**src/rtl/lpht_pkg.sv**
```systemverilog
package lpht_pkg;

  localparam int unsigned KEY_W   = 32;
  localparam int unsigned VAL_W   = 32;
  localparam int unsigned PCT_W   = 7;
  localparam int unsigned TOTAL_W = 11;

  localparam logic [PCT_W-1:0] LOAD_RESET = 7'd75;
  localparam logic [PCT_W-1:0] LOAD_MIN   = 7'd25;
  localparam logic [PCT_W-1:0] LOAD_MAX   = 7'd95;
  localparam logic [PCT_W-1:0] PERCENT    = 7'd100;

  typedef enum logic [1:0] {
    FUNC_GET = 2'd0,
    FUNC_PUT = 2'd1,
    FUNC_DEL = 2'd2,
    FUNC_CLR = 2'd3
  } func_e;

  typedef struct packed {
    logic [KEY_W-1:0] key;
    logic [VAL_W-1:0] value;
  } slot_t;

  // controller to datapath
  typedef struct packed {
    logic start;
    logic probe;
    logic shift;
    logic fin;
    logic sweep;
  } cmd_t;

  // datapath to controller
  typedef struct packed {
    logic in_clear;
    logic in_now;
    logic probe_end;
    logic del_hit;
    logic shift_end;
    logic sweep_last;
  } sts_t;

endpackage

```
**src/rtl/lpht_ctrl.sv**
```systemverilog
module lpht_ctrl (
  input  logic          clk_i,
  input  logic          rst_ni,
  input  logic          in_valid_i,
  output logic          in_ready_o,
  output logic          out_valid_o,
  input  logic          out_ready_i,
  input  lpht_pkg::sts_t sts_i,
  output lpht_pkg::cmd_t cmd_o
);
  import lpht_pkg::*;

  typedef enum logic [5:0] {
    ST_INIT  = 6'b000001,
    ST_IDLE  = 6'b000010,
    ST_PROBE = 6'b000100,
    ST_SHIFT = 6'b001000,
    ST_FIN   = 6'b010000,
    ST_CLR   = 6'b100000
  } state_e;

  state_e state_q, state_d;
  logic   out_valid_q, out_valid_d;
  logic   finish;
  logic   in_fire;

  assign in_ready_o  = (state_q == ST_IDLE) && !out_valid_q;
  assign in_fire     = in_valid_i && in_ready_o;
  assign out_valid_o = out_valid_q;

  always_comb begin
    state_d = state_q;
    cmd_o   = '0;
    finish  = 1'b0;
    unique case (state_q)
      ST_INIT: begin
        cmd_o.sweep = 1'b1;
        if (sts_i.sweep_last) state_d = ST_IDLE;
      end
      ST_IDLE: begin
        if (in_fire) begin
          cmd_o.start = 1'b1;
          if (sts_i.in_clear) state_d = ST_CLR;
          else if (sts_i.in_now) finish = 1'b1;
          else state_d = ST_PROBE;
        end
      end
      ST_PROBE: begin
        cmd_o.probe = 1'b1;
        if (sts_i.probe_end) begin
          if (sts_i.del_hit) begin
            state_d = ST_SHIFT;
          end else begin
            finish  = 1'b1;
            state_d = ST_IDLE;
          end
        end
      end
      ST_SHIFT: begin
        cmd_o.shift = 1'b1;
        if (sts_i.shift_end) state_d = ST_FIN;
      end
      ST_FIN: begin
        cmd_o.fin = 1'b1;
        finish    = 1'b1;
        state_d   = ST_IDLE;
      end
      ST_CLR: begin
        cmd_o.sweep = 1'b1;
        if (sts_i.sweep_last) begin
          finish  = 1'b1;
          state_d = ST_IDLE;
        end
      end
      default: state_d = ST_INIT;
    endcase
  end

  always_comb begin
    out_valid_d = out_valid_q;
    if (out_valid_q && out_ready_i) out_valid_d = 1'b0;
    if (finish) out_valid_d = 1'b1;
  end

  always_ff @(posedge clk_i or negedge rst_ni) begin
    if (!rst_ni) begin
      state_q     <= ST_INIT;
      out_valid_q <= 1'b0;
    end else begin
      state_q     <= state_d;
      out_valid_q <= out_valid_d;
    end
  end

endmodule

```
**config.mk**
```make
export PLATFORM = sky130hd
export DESIGN_NAME = lpht_ctrl
export DESIGN_NICKNAME = d
export VERILOG_FILES = /design/src/rtl/lpht_pkg.sv /design/src/rtl/lpht_ctrl.sv
export SDC_FILE = /design/constraint.sdc
export NUM_CORES = 1
export LEC_CHECK = 0
export BUFFER_PORTS_ARGS = -buffer_cell sky130_fd_sc_hd__buf_4
export CELL_PAD_IN_SITES_DETAIL_PLACEMENT = 0
export CELL_PAD_IN_SITES_GLOBAL_PLACEMENT = 1
export CORE_MARGIN = 2
export CORE_UTILIZATION = 37
export DETAILED_ROUTE_END_ITERATION = 12
export PLACE_DENSITY = 0.86
export SYNTH_ARGS = -nofsm -noshare
export SYNTH_HDL_FRONTEND = slang
export SYNTH_SLANG_ARGS = --single-unit
```
**constraint.sdc**
```tcl
create_clock -name clk_i -period 3.9 [get_ports clk_i]
set_input_delay 0.39 -clock clk_i [delete_from_list [all_inputs] [get_ports clk_i]]
set_output_delay 0.39 -clock clk_i [all_outputs]
set_load 0.01 [all_outputs]
```
==> results.json, run 1 <==
{
  "outcome": "finished clean",
  "worstSetupPathType": "flop to output port",
  "numCtsBuffers": 3,
  "diodes": 0,
  "io_pins": 17,
  "die_y_um": 42.3,
  "critPathBufInv": 1,
  "cp_data_required_time_ns": 3.51,
  "placementRows": 13,
  "placed_area_um2": 653,
  "cts-htree-levels": 1,
  "avgSynthCellArea_um2": 8.33,
  "synth_edf_count": 0,
  "postRouteAntennaNets": 0,
  "syn-cell-area_um2": 542,
  "ir_drop_uv": 164,
  "final_max_slew_viol_count": 0,
  "ys_seq_elements": 7,
  "routedWlPerCell_um": 13.4,
  "cts_tree": "done",
  "rsz0062_at_grt": "no",
  "syn_nets": 75,
  "first_pass_iters": 4,
  "syn2layout_area_growth_pct": 27.3,
  "yosysMostFrequentCell": "nor2_1",
  "p_total_mw": 0.320,
  "grt_overflow": 0,
  "dpl.hpwl_um": 1000,
  "wl_um": 1320,
  "die-area_um2": 1790,
  "grt_pass1_wl_um": 2100,
  "ys_types": 30,
  "finalSetupTns_ns": 0,
  "p_leak_nw": 0.315,
  "clk_pin_slew_worst_paths_ns": 0.06,
  "synthTopCellsByCount": "nor2_1, dfrtp_1, inv_1, o21ai_0, nand2_1",
  "antenna_found_initial": 0,
  "hold_viol": 0,
  "postLayoutCellArea_um2": 689,
  "layout_min_cycle_time_ns": 2.15,
  "fp.coreArea_um2": 1330,
  "r2r_slack_ns": 2.30,
  "initial_core_util_pct": 40.6,
  "path_max_fanout": 10,
  "fillers": 133,
  "cts.sinks": 7,
  "ys_top_cells_by_area": "dfrtp_1, nor2_1, dfstp_2, o21ai_0, buf_6",
  "fmax_ghz": 0.464,
  "pre_cts_slack_ns": 2.01,
  "grt_max_degree": 12,
  "period_share_pct": 55.2,
  "portBuffers": 16,
  "setup_viol": 0,
  "via_per_inst": 5.39,
  "clk_latency_ns": 0.25,
  "cp.arrival_ns": 1.76,
  "synth_top_area_share_pct": 27.7,
  "crit_family": "simple AND/OR/NAND/NOR gates",
  "num_vias": 528,
  "final_nets": 94,
  "globalplace.congestion": 0.747,
  "tightest_slew_ns": 0.383,
  "async_flop_share_pct": 100,
  "worst_slack_ns": 1.75,
  "slew_headroom_pct": 74.3,
  "hp-class": "primary input to flop",
  "synth_seq_area_share_pct": 32.6,
  "cp-start-kind": "flop",
  "slowest_delay_ns": 0.58,
  "cp_slowest_cell": "or4b_4",
  "drc": 0,
  "synthFlopType": "dfrtp_1",
  "gr-usage-all-layers_pct": 15.5,
  "path_cells": "or4b_4 -> or2_1 -> nor2_1 -> buf_4",
  "cts_max_path_buffers": 2,
  "power_density_nw_per_um2": 464,
  "max_cap_violations": 0,
  "cts_root_buffer": "clkbuf_4",
  "skew_ns": 0.00413,
  "ys.warnings.count": 0,
  "drt_iter0_drc": 14,
  "cp-end-kind": "output port",
  "layout-drive-gt1-share_pct": 31.3,
  "synth.largest_area_cell": "dfrtp_1",
  "grt_pass1_vias": 459,
  "syn_inst": 65,
  "die_w_um": 42.3
}
[final cells by class]
cell class	count	area [um2]	share of cell area (%)
clock buffers	4	26.3	3.81
inverters	6	22.5	3.27
well taps	15	18.8	2.72
flip-flops and latches	7	176	25.6
repair buffers	17	130	18.9
multi-input cells	49	315	45.7
[sequential cells by signal (all words and copies together), names as in the netlist]
name,flops
out_valid_o,1
state_q,6
[routing by layer]
metal  GRT usage, %  share of wire, %
met2           21.8                46
met1           21.8                48
met4           9.38               2.1
met5              0                 0
met3           2.59               4.0
[power by group]
part	internal (mW)	switching (mW)
Clock	0.0392	0.0294
Sequential	0.0894	0.0232
Combinational	0.0712	0.0678
[logic make-up (layout without fill, tap and decap cells)]
group	count (synthesis)	count (layout)	share of synthesized area (%)
AOI/OAI and AO/OA	14	14	17.6
xor gates and xnor gates	2	2	3.23
and+or+nand+nor	33	33	37.4
buffers and inverters	9	27	9.24
DFF	7	7	32.6
[what timing repair did]
| action | in CTS | in global routing |
|---|---|---|
| endpoints found under the hold margin | 6 | 0 |
| hold buffers | 1 | 0 |
| resized for setup | 0 | 0 |
| buffers inserted | 0 | 0 |
[worst paths after layout]
| check | end | cells past startpoint | start |
|---|---|---|---|
| max | in_ready_o | 4 | state_q[5]$_DFFE_PN0P_ |
| min | state_q[3]$_DFFE_PN0P_ | 2 | sts_i[1] |
| min reg2reg | out_valid_o$_DFFE_PN0P_ | 2 | out_valid_o$_DFFE_PN0P_ |
| max reg2reg | state_q[1]$_DFFE_PN0P_ | 4 | state_q[2]$_DFFE_PN0P_ |
| max in group asynchronous | state_q[0]$_DFFE_PN1P_ | 2 | rst_ni |
| min in group asynchronous | state_q[3]$_DFFE_PN0P_ | 2 | rst_ni |
[layout by cell type, fill, tap and decap left out, drive strengths merged]
| cell type | count |
|---|---|
| a21oi | 2 |
| a22o | 2 |
| a31oi | 1 |
| and3 | 2 |
| buf | 16 |
| clkbuf | 4 |
| dfrtp | 6 |
| dfstp | 1 |
| dlygate4sd3 | 1 |
| inv | 6 |
| nand2 | 4 |
| nand2b | 1 |
| nand3 | 2 |
| nand3b | 2 |
| nand4b | 2 |
| nor2 | 11 |
| nor2b | 1 |
| nor3 | 2 |
| nor3b | 1 |
| nor4 | 1 |
| o2111ai | 1 |
| o21ai | 5 |
| o22ai | 2 |
| o2bb2ai | 1 |
| or2 | 2 |
| or3b | 1 |
| or4b | 1 |
| xnor2 | 1 |
| xor2 | 1 |
[through the flow]
stage	util, %	std cells	hold slack, ns
after global routing	51.7	98	0.328
after global placement	49.0	93	0.209
final	51.7	98	0.336
after CTS	51.7	98	0.332
after detailed placement	49.0	93	0.211
after floorplan	-	65	0.0944
(Power assumes the default switching activity.)
==> run 2, diff against run 1 <==
--- a/config.mk
+++ b/config.mk
@@ -5,13 +5,14 @@
 export SDC_FILE = /design/constraint.sdc
 export NUM_CORES = 1
 export LEC_CHECK = 0
+export ABC_AREA = 1
 export BUFFER_PORTS_ARGS = -buffer_cell sky130_fd_sc_hd__buf_4
 export CELL_PAD_IN_SITES_DETAIL_PLACEMENT = 0
 export CELL_PAD_IN_SITES_GLOBAL_PLACEMENT = 1
 export CORE_MARGIN = 2
-export CORE_UTILIZATION = 37
+export CORE_UTILIZATION = 33
 export DETAILED_ROUTE_END_ITERATION = 12
-export PLACE_DENSITY = 0.86
+export PLACE_DENSITY = 0.81
 export SYNTH_ARGS = -nofsm -noshare
 export SYNTH_HDL_FRONTEND = slang
 export SYNTH_SLANG_ARGS = --single-unit
==> constraint.sdc (replaced) <==
create_clock -name clk_i -period 2.08 [get_ports clk_i]
set_input_delay 0.208 -clock clk_i [delete_from_list [all_inputs] [get_ports clk_i]]
set_output_delay 0.208 -clock clk_i [all_outputs]
set_load 0.01 [all_outputs]
==> run 2 against run 1 <==
Utilization shrank 4.7 points. Critical path depth grew 2. Final cell count grew 14%. First-iteration DRC count shrank 36%. Sequential cell count is the same. Clock power grew 92%. Clock-buffer cell count is the same. Global-route usage grew 0.40 points. Sequential share of layout area shrank 0.94 points. Sequential power grew 95%. Via count grew 0.76%.
==> results.json, run 2 <==
{
  "placed_area_um2": 679,
  "outcome": "finished clean",
  "final_nets": 107,
  "postLayoutCellArea_um2": 716,
  "drt_iter0_drc": 9,
  "clk_pin_slew_worst_paths_ns": 0.06,
  "synthTopCellsByCount": "inv_1, nand2_1, nor2_1, dfrtp_1",
  "cp_slowest_cell": "dfrtp_1",
  "period_share_pct": 76.4,
  "numCtsBuffers": 3,
  "worst_slack_ns": 0.491,
  "cts_setup_buffers": 0,
  "max_cap_violations": 0,
  "ys_seq_elements": 7,
  "hold_viol": 0,
  "num_vias": 532,
  "cts_tree": "done",
  "p_leak_nw": 0.410,
  "slowest_delay_ns": 0.41,
  "antenna_found_initial": 0,
  "drc": 0,
  "cp-end-kind": "output port",
  "async_flop_share_pct": 100,
  "routedWlPerCell_um": 11.0,
  "final_common_cell": "buf_4",
  "layout-drive-gt1-share_pct": 37.5,
  "setup_viol": 0,
  "yosys.area_share.simple_pct": 52.9,
  "io_pins": 17,
  "synth_top_area_share_pct": 27.8,
  "tightest_slew_ns": 0.406,
  "top_register": "state_q",
  "die-area_um2": 1970,
  "ys_top_cells_by_area": "dfrtp_1, inv_1, nand2_1, nor2_1, nor2_4",
  "cp-start-kind": "flop",
  "place_inst": 107,
  "path_max_fanout": 6,
  "syn_nets": 85,
  "cp.arrival_ns": 1.38,
  "synthFlopType": "dfrtp_1",
  "synth_seq_area_share_pct": 32.7,
  "gr-usage-all-layers_pct": 15.9,
  "slew_headroom_pct": 72.8,
  "grt_pass1_wl_um": 2170,
  "skew_ns": 0.00252,
  "cts_max_path_buffers": 2,
  "die_w_um": 44.4,
  "synth_top_family_by_area": "simple AND/OR/NAND/NOR gates",
  "grt_pass1_vias": 508,
  "synth_compound_area_share_pct": 3.25,
  "cts-htree-levels": 1,
  "postRouteAntennaNets": 0,
  "synthMuxAreaShare_pct": 0,
  "yosysMostFrequentCell": "inv_1",
  "placementRows": 14,
  "rsz0062_at_grt": "no",
  "finalSetupTns_ns": 0,
  "fp.coreArea_um2": 1520,
  "synthXorXnorAreaFrac_pct": 0,
  "ys_types": 17,
  "layout_min_cycle_time_ns": 1.59,
  "dpl.hpwl_um": 1020,
  "timing.hold.ws_ns": 0.186,
  "cts_root_buffer": "clkbuf_4",
  "synth_edf_count": 0,
  "initial_core_util_pct": 35.4,
  "instances_no_fill": 112,
  "grt_overflow": 0,
  "die_y_um": 44.4,
  "power_density_nw_per_um2": 1060,
  "fmax_ghz": 0.629,
  "largest_reg_flops": 6,
  "fillers": 158,
  "crit_family": "simple AND/OR/NAND/NOR gates",
  "avgSynthCellArea_um2": 7.19,
  "syn2layout_area_growth_pct": 32.7,
  "synth.largest_area_cell": "dfrtp_1",
  "first_pass_iters": 4,
  "diodes": 0,
  "syn_inst": 75,
  "hp-class": "primary input to flop",
  "path_cells": "nor2_4 -> nand2_2 -> nor2_4 -> inv_2 -> nor3_4 -> buf_4",
  "final_max_slew_viol_count": 0,
  "pre_cts_slack_ns": 0.770,
  "utilization_pct": 47.0,
  "path_common_cell": "nor2_4",
  "post_cts_resized": 0,
  "worstSetupPathType": "flop to output port",
  "ys.warnings.count": 0,
  "globalplace.congestion": 0.762,
  "cts.sinks": 7,
  "portBuffers": 16,
  "grt_max_degree": 8,
  "cp_data_required_time_ns": 1.87,
  "syn-cell-area_um2": 539,
  "synth_fa_ha_area_share_pct": 0,
  "ir_drop_uv": 514,
  "layout_common_cells": "buf_4, inv_1, nand2_1",
  "critPathBufInv": 2,
  "wl_um": 1230,
  "clk_latency_ns": 0.26,
  "via_per_inst": 4.75,
  "p_total_mw": 0.760
}
==> run 2: changes by cell type after synthesis, moves of 3 or more <==
| cell | previous run | this run |
|---|---|---|
| inv_1 | 6 | 14 |
| nand2_1 | 4 | 13 |
| nand3_1 | 2 | 5 |
| nand4_1 | 0 | 5 |
| nor2_2 | 0 | 4 |
| nor2_4 | 0 | 3 |
| o21ai_0 | 5 | 0 |
==> run 2: cells by family after synthesis <==
logic type | Yosys count
compound gates | 2
buf+inv | 16
flops | 7
simple gates | 50
==> run 2: tightest hold or removal path, delay by kind of cell <==
| kind | cells | cell delay (ns) |
|---|---|---|
| buf+inv | 1 | 0.09 |
| simple gates | 2 | 0.12 |
==> run 2: per-layer routing <==
metal | GRT usage, % | share of wire (%) | vias to the layer above
met3 | 2.45 | 3.3 | 5
met1 | 20.8 | 48 | 234
met5 | 0 | 0 | -
li1 | - | - | 279
met4 | 14.5 | 3.8 | 0
met2 | 22.4 | 45 | 14
==> run 2: timing repair <==
| item | CTS | global route |
|---|---|---|
| hold buffers | 1 | 0 |
| endpoints found under the hold margin | 7 | 0 |
| endpoints found under the setup margin | 0 | 0 |
==> run 2: final timing paths <==
kind / depth (start not counted) / to / slack (ns) / start
max: 6 / cmd_o[4] / 0.49 / state_q[5]$_DFFE_PN0P_
min: 3 / out_valid_o$_DFFE_PN0P_ / 0.19 / sts_i[3]
max reg2reg: 4 / state_q[5]$_DFFE_PN0P_ / 0.77 / out_valid_o$_DFFE_PN0P_
min reg2reg: 2 / state_q[0]$_DFFE_PN1P_ / 0.50 / state_q[0]$_DFFE_PN1P_
max in group asynchronous: 2 / state_q[0]$_DFFE_PN1P_ / 1.58 / rst_ni
min in group asynchronous: 2 / state_q[1]$_DFFE_PN0P_ / 0.30 / rst_ni
==> run 2: cell type report <==
type | count | area (um2) | area share (%)
clock buffer | 4 | 26.3 | 3.67
sequential | 7 | 176 | 24.7
tap | 16 | 20.0 | 2.80
inverter | 16 | 60.1 | 8.39
multi-input combinational | 52 | 303 | 42.3
timing repair buffer | 17 | 130 | 18.2
==> run 2: power breakdown <==
| group | switching [mW] | leakage [nW] | internal, mW |
|---|---|---|---|
| combinational | 0.243 | 0.303 | 0.164 |
| clock | 0.0587 | 0.0150 | 0.0738 |
| sequential | 0.0404 | 0.0922 | 0.180 |
| total | 0.342 | 0.410 | 0.418 |
==> run 3, diff against run 2 <==
--- a/config.mk
+++ b/config.mk
@@ -5,14 +5,14 @@
 export SDC_FILE = /design/constraint.sdc
 export NUM_CORES = 1
 export LEC_CHECK = 0
-export ABC_AREA = 1
+export ABC_AREA = 0
 export BUFFER_PORTS_ARGS = -buffer_cell sky130_fd_sc_hd__buf_4
 export CELL_PAD_IN_SITES_DETAIL_PLACEMENT = 0
 export CELL_PAD_IN_SITES_GLOBAL_PLACEMENT = 1
 export CORE_MARGIN = 2
-export CORE_UTILIZATION = 33
+export CORE_UTILIZATION = 34
 export DETAILED_ROUTE_END_ITERATION = 12
-export PLACE_DENSITY = 0.81
+export PLACE_DENSITY = 0.8
 export SYNTH_ARGS = -nofsm -noshare
 export SYNTH_HDL_FRONTEND = slang
 export SYNTH_SLANG_ARGS = --single-unit
==> constraint.sdc (replaced) <==
create_clock -name clk_i -period 1.6 [get_ports clk_i]
set_input_delay 0.16 -clock clk_i [delete_from_list [all_inputs] [get_ports clk_i]]
set_output_delay 0.16 -clock clk_i [all_outputs]
set_load 0.01 [all_outputs]
==> run 3 against run 2 <==
Largest cell class unchanged. Highest routed layer is now met3. Sequential power is 8% higher. The run now ends with setup timing left. Total power is 30% higher. Clock power is 17% higher. Register-to-register slack worse by 0.82 ns. Clock skew is 0.00069 ns higher. Utilization is 7.9 points higher.
==> results.json, run 3 (same netlist as run 1, synthesis figures left out) <==
{
  "cts.sinks": 7,
  "skew_ns": 0.00321,
  "pwr-share-clk_pct": 15.6,
  "setup_viol": 6,
  "power_density_nw_per_um2": 1200,
  "die_w_um": 43.9,
  "utilization_pct": 54.8,
  "io_pins": 17,
  "grt_overflow": 0,
  "initial_core_util_pct": 36.0,
  "cp-start-kind": "flop",
  "cts-htree-levels": 1,
  "reg2reg_depth": 6,
  "top_register": "state_q",
  "routedWlPerCell_um": 13.5,
  "slowest_delay_ns": 0.53,
  "r2r_end": "out_valid_o$_DFFE_PN0P_",
  "layout_min_cycle_time_ns": 1.81,
  "violations": "setup timing",
  "max_cap_violations": 0,
  "worst_slack_ns": -0.205,
  "die-area_um2": 1930,
  "grt_pass1_vias": 525,
  "p_comb_share_pct": 60.4,
  "path_max_fanout": 2,
  "rsz0062_at_grt": "yes",
  "layout_common_cells": "buf_4, nor2_1, inv_1, dfrtp_1, o21ai_0",
  "fp.coreArea_um2": 1510,
  "final_common_cell": "buf_4",
  "diodes": 0,
  "hp-start": "sts_i[1]",
  "whs_path_depth": 2,
  "globalplace.congestion": 0.767,
  "r2r_start": "state_q[0]$_DFFE_PN1P_",
  "cts_max_path_buffers": 2,
  "dpl.hpwl_um": 1130,
  "syn2layout_area_growth_pct": 52.4,
  "r2r_slack_ns": -0.05,
  "antenna_found_initial": 0,
  "worstSetupPathType": "flop to output port",
  "slew_headroom_pct": 83.0,
  "outcome": "finished with violations",
  "cp_slowest_cell": "or4b_4",
  "largest_reg_flops": 6,
  "postRouteAntennaNets": 0,
  "final_max_slew_viol_count": 0,
  "clk_pin_slew_worst_paths_ns": 0.05,
  "first_pass_iters": 4,
  "pre_cts_slack_ns": 0.0822,
  "placed_area_um2": 707,
  "layout-drive-gt1-share_pct": 44.7,
  "period_share_pct": 113,
  "min_to": "state_q[3]$_DFFE_PN0P_",
  "place_inst": 101,
  "postLayoutCellArea_um2": 826,
  "p_leak_nw": 0.383,
  "hp-class": "primary input to flop",
  "sw_frac_of_total_pct": 35.9,
  "cp-end-kind": "output port",
  "fmax_ghz": 0.554,
  "grt_pass1_wl_um": 2350,
  "portBuffers": 16,
  "tightest_slew_ns": 0.255,
  "final_nets": 105,
  "via_per_inst": 5.16,
  "path_cells": "or4b_4 -> buf_4 -> nor3_4 -> buf_6",
  "cts_root_buffer": "clkbuf_4",
  "drc": 0,
  "cts_tree": "done",
  "p_int_mw": 0.635,
  "instances_no_fill": 110,
  "clk_latency_ns": 0.24,
  "num_vias": 568,
  "die_y_um": 43.9,
  "numCtsBuffers": 3,
  "switchingPower_mw": 0.355,
  "hold_viol": 0,
  "gr-usage-all-layers_pct": 16.3,
  "placementRows": 14,
  "wl_um": 1490,
  "cp.arrival_ns": 1.65,
  "grt_max_degree": 11,
  "sequentialPowerShare_pct": 24.0,
  "drt_iter0_drc": 10,
  "ir_drop_uv": 469,
  "cp_data_required_time_ns": 1.44
}
[run 3: cell count changes in the layout (fill, tap and decap cells not counted), sizes merged, moves of 4 or more]
cell	delta
nor2	-7
nand3	-5
inv	-10
nand2	-12
nand4	-5
o21ai	+4
buf	+11
[run 3: what timing repair did]
item                                    in CTS  in global routing
hold buffers                                 1                  0
resized for setup                            3                  7
buffers inserted                             0                  4
endpoints found under the setup margin       3                  5
pin swaps                                    0                  6
endpoints found under the hold margin        7                  0
[run 3: per-stage QoR]
stage	total power [mW]	TNS, ns	hold WS, ns
detailed placement	0.692	0	-0.0215
finish	0.990	-0.562	0.123
global route	1.05	-1.02	0.133
global placement	0.682	0	-0.0245
CTS	0.864	-0.326	0.115
floorplan	0.499	0	-0.136
[run 3: worst max-delay path by stage]
stage | from | end
finish | state_q[0]$_DFFE_PN1P_ | cmd_o[4]
global route | state_q[0]$_DFFE_PN1P_ | cmd_o[4]
CTS | state_q[0]$_DFFE_PN1P_ | in_ready_o
detailed placement | state_q[0]$_DFFE_PN1P_ | in_ready_o
global placement | state_q[0]$_DFFE_PN1P_ | in_ready_o
floorplan | state_q[5]$_DFFE_PN0P_ | in_ready_o
[run 3: critical path, delay by kind of cell (launching register included)]
family	cells	cell delay, ns
buffers and inverters	2	0.29
flip-flops	1	0.37
AND/OR/NAND/NOR	2	0.75
[run 3: layout make-up]
cell class	count	area (um2)
Tap cell	16	20.0
Clock buffer	4	26.3
Timing Repair Buffer	28	224
Sequential cell	7	176
Fill cell	143	681
Inverter	6	22.5
Multi-Input combinational cell	49	357
[run 3: metal layers]
metal	vias up	GRT usage (%)	share of wire (%)
met3	0	1.67	2.2
met2	11	25.3	51
li1	288	-	-
met1	269	24.2	47
met4	0	3.64	0
met5	-	0	0
[run 3: power groups by stage]
stage / clock network [mW] / registers (mW) / logic, mW
final: 0.155 / 0.238 / 0.598
after global routing: 0.169 / 0.241 / 0.639
after CTS: 0.159 / 0.237 / 0.468
after detailed placement: 0 / 0.239 / 0.452
after global placement: 0 / 0.237 / 0.445
after floorplan: 0 / 0.256 / 0.242
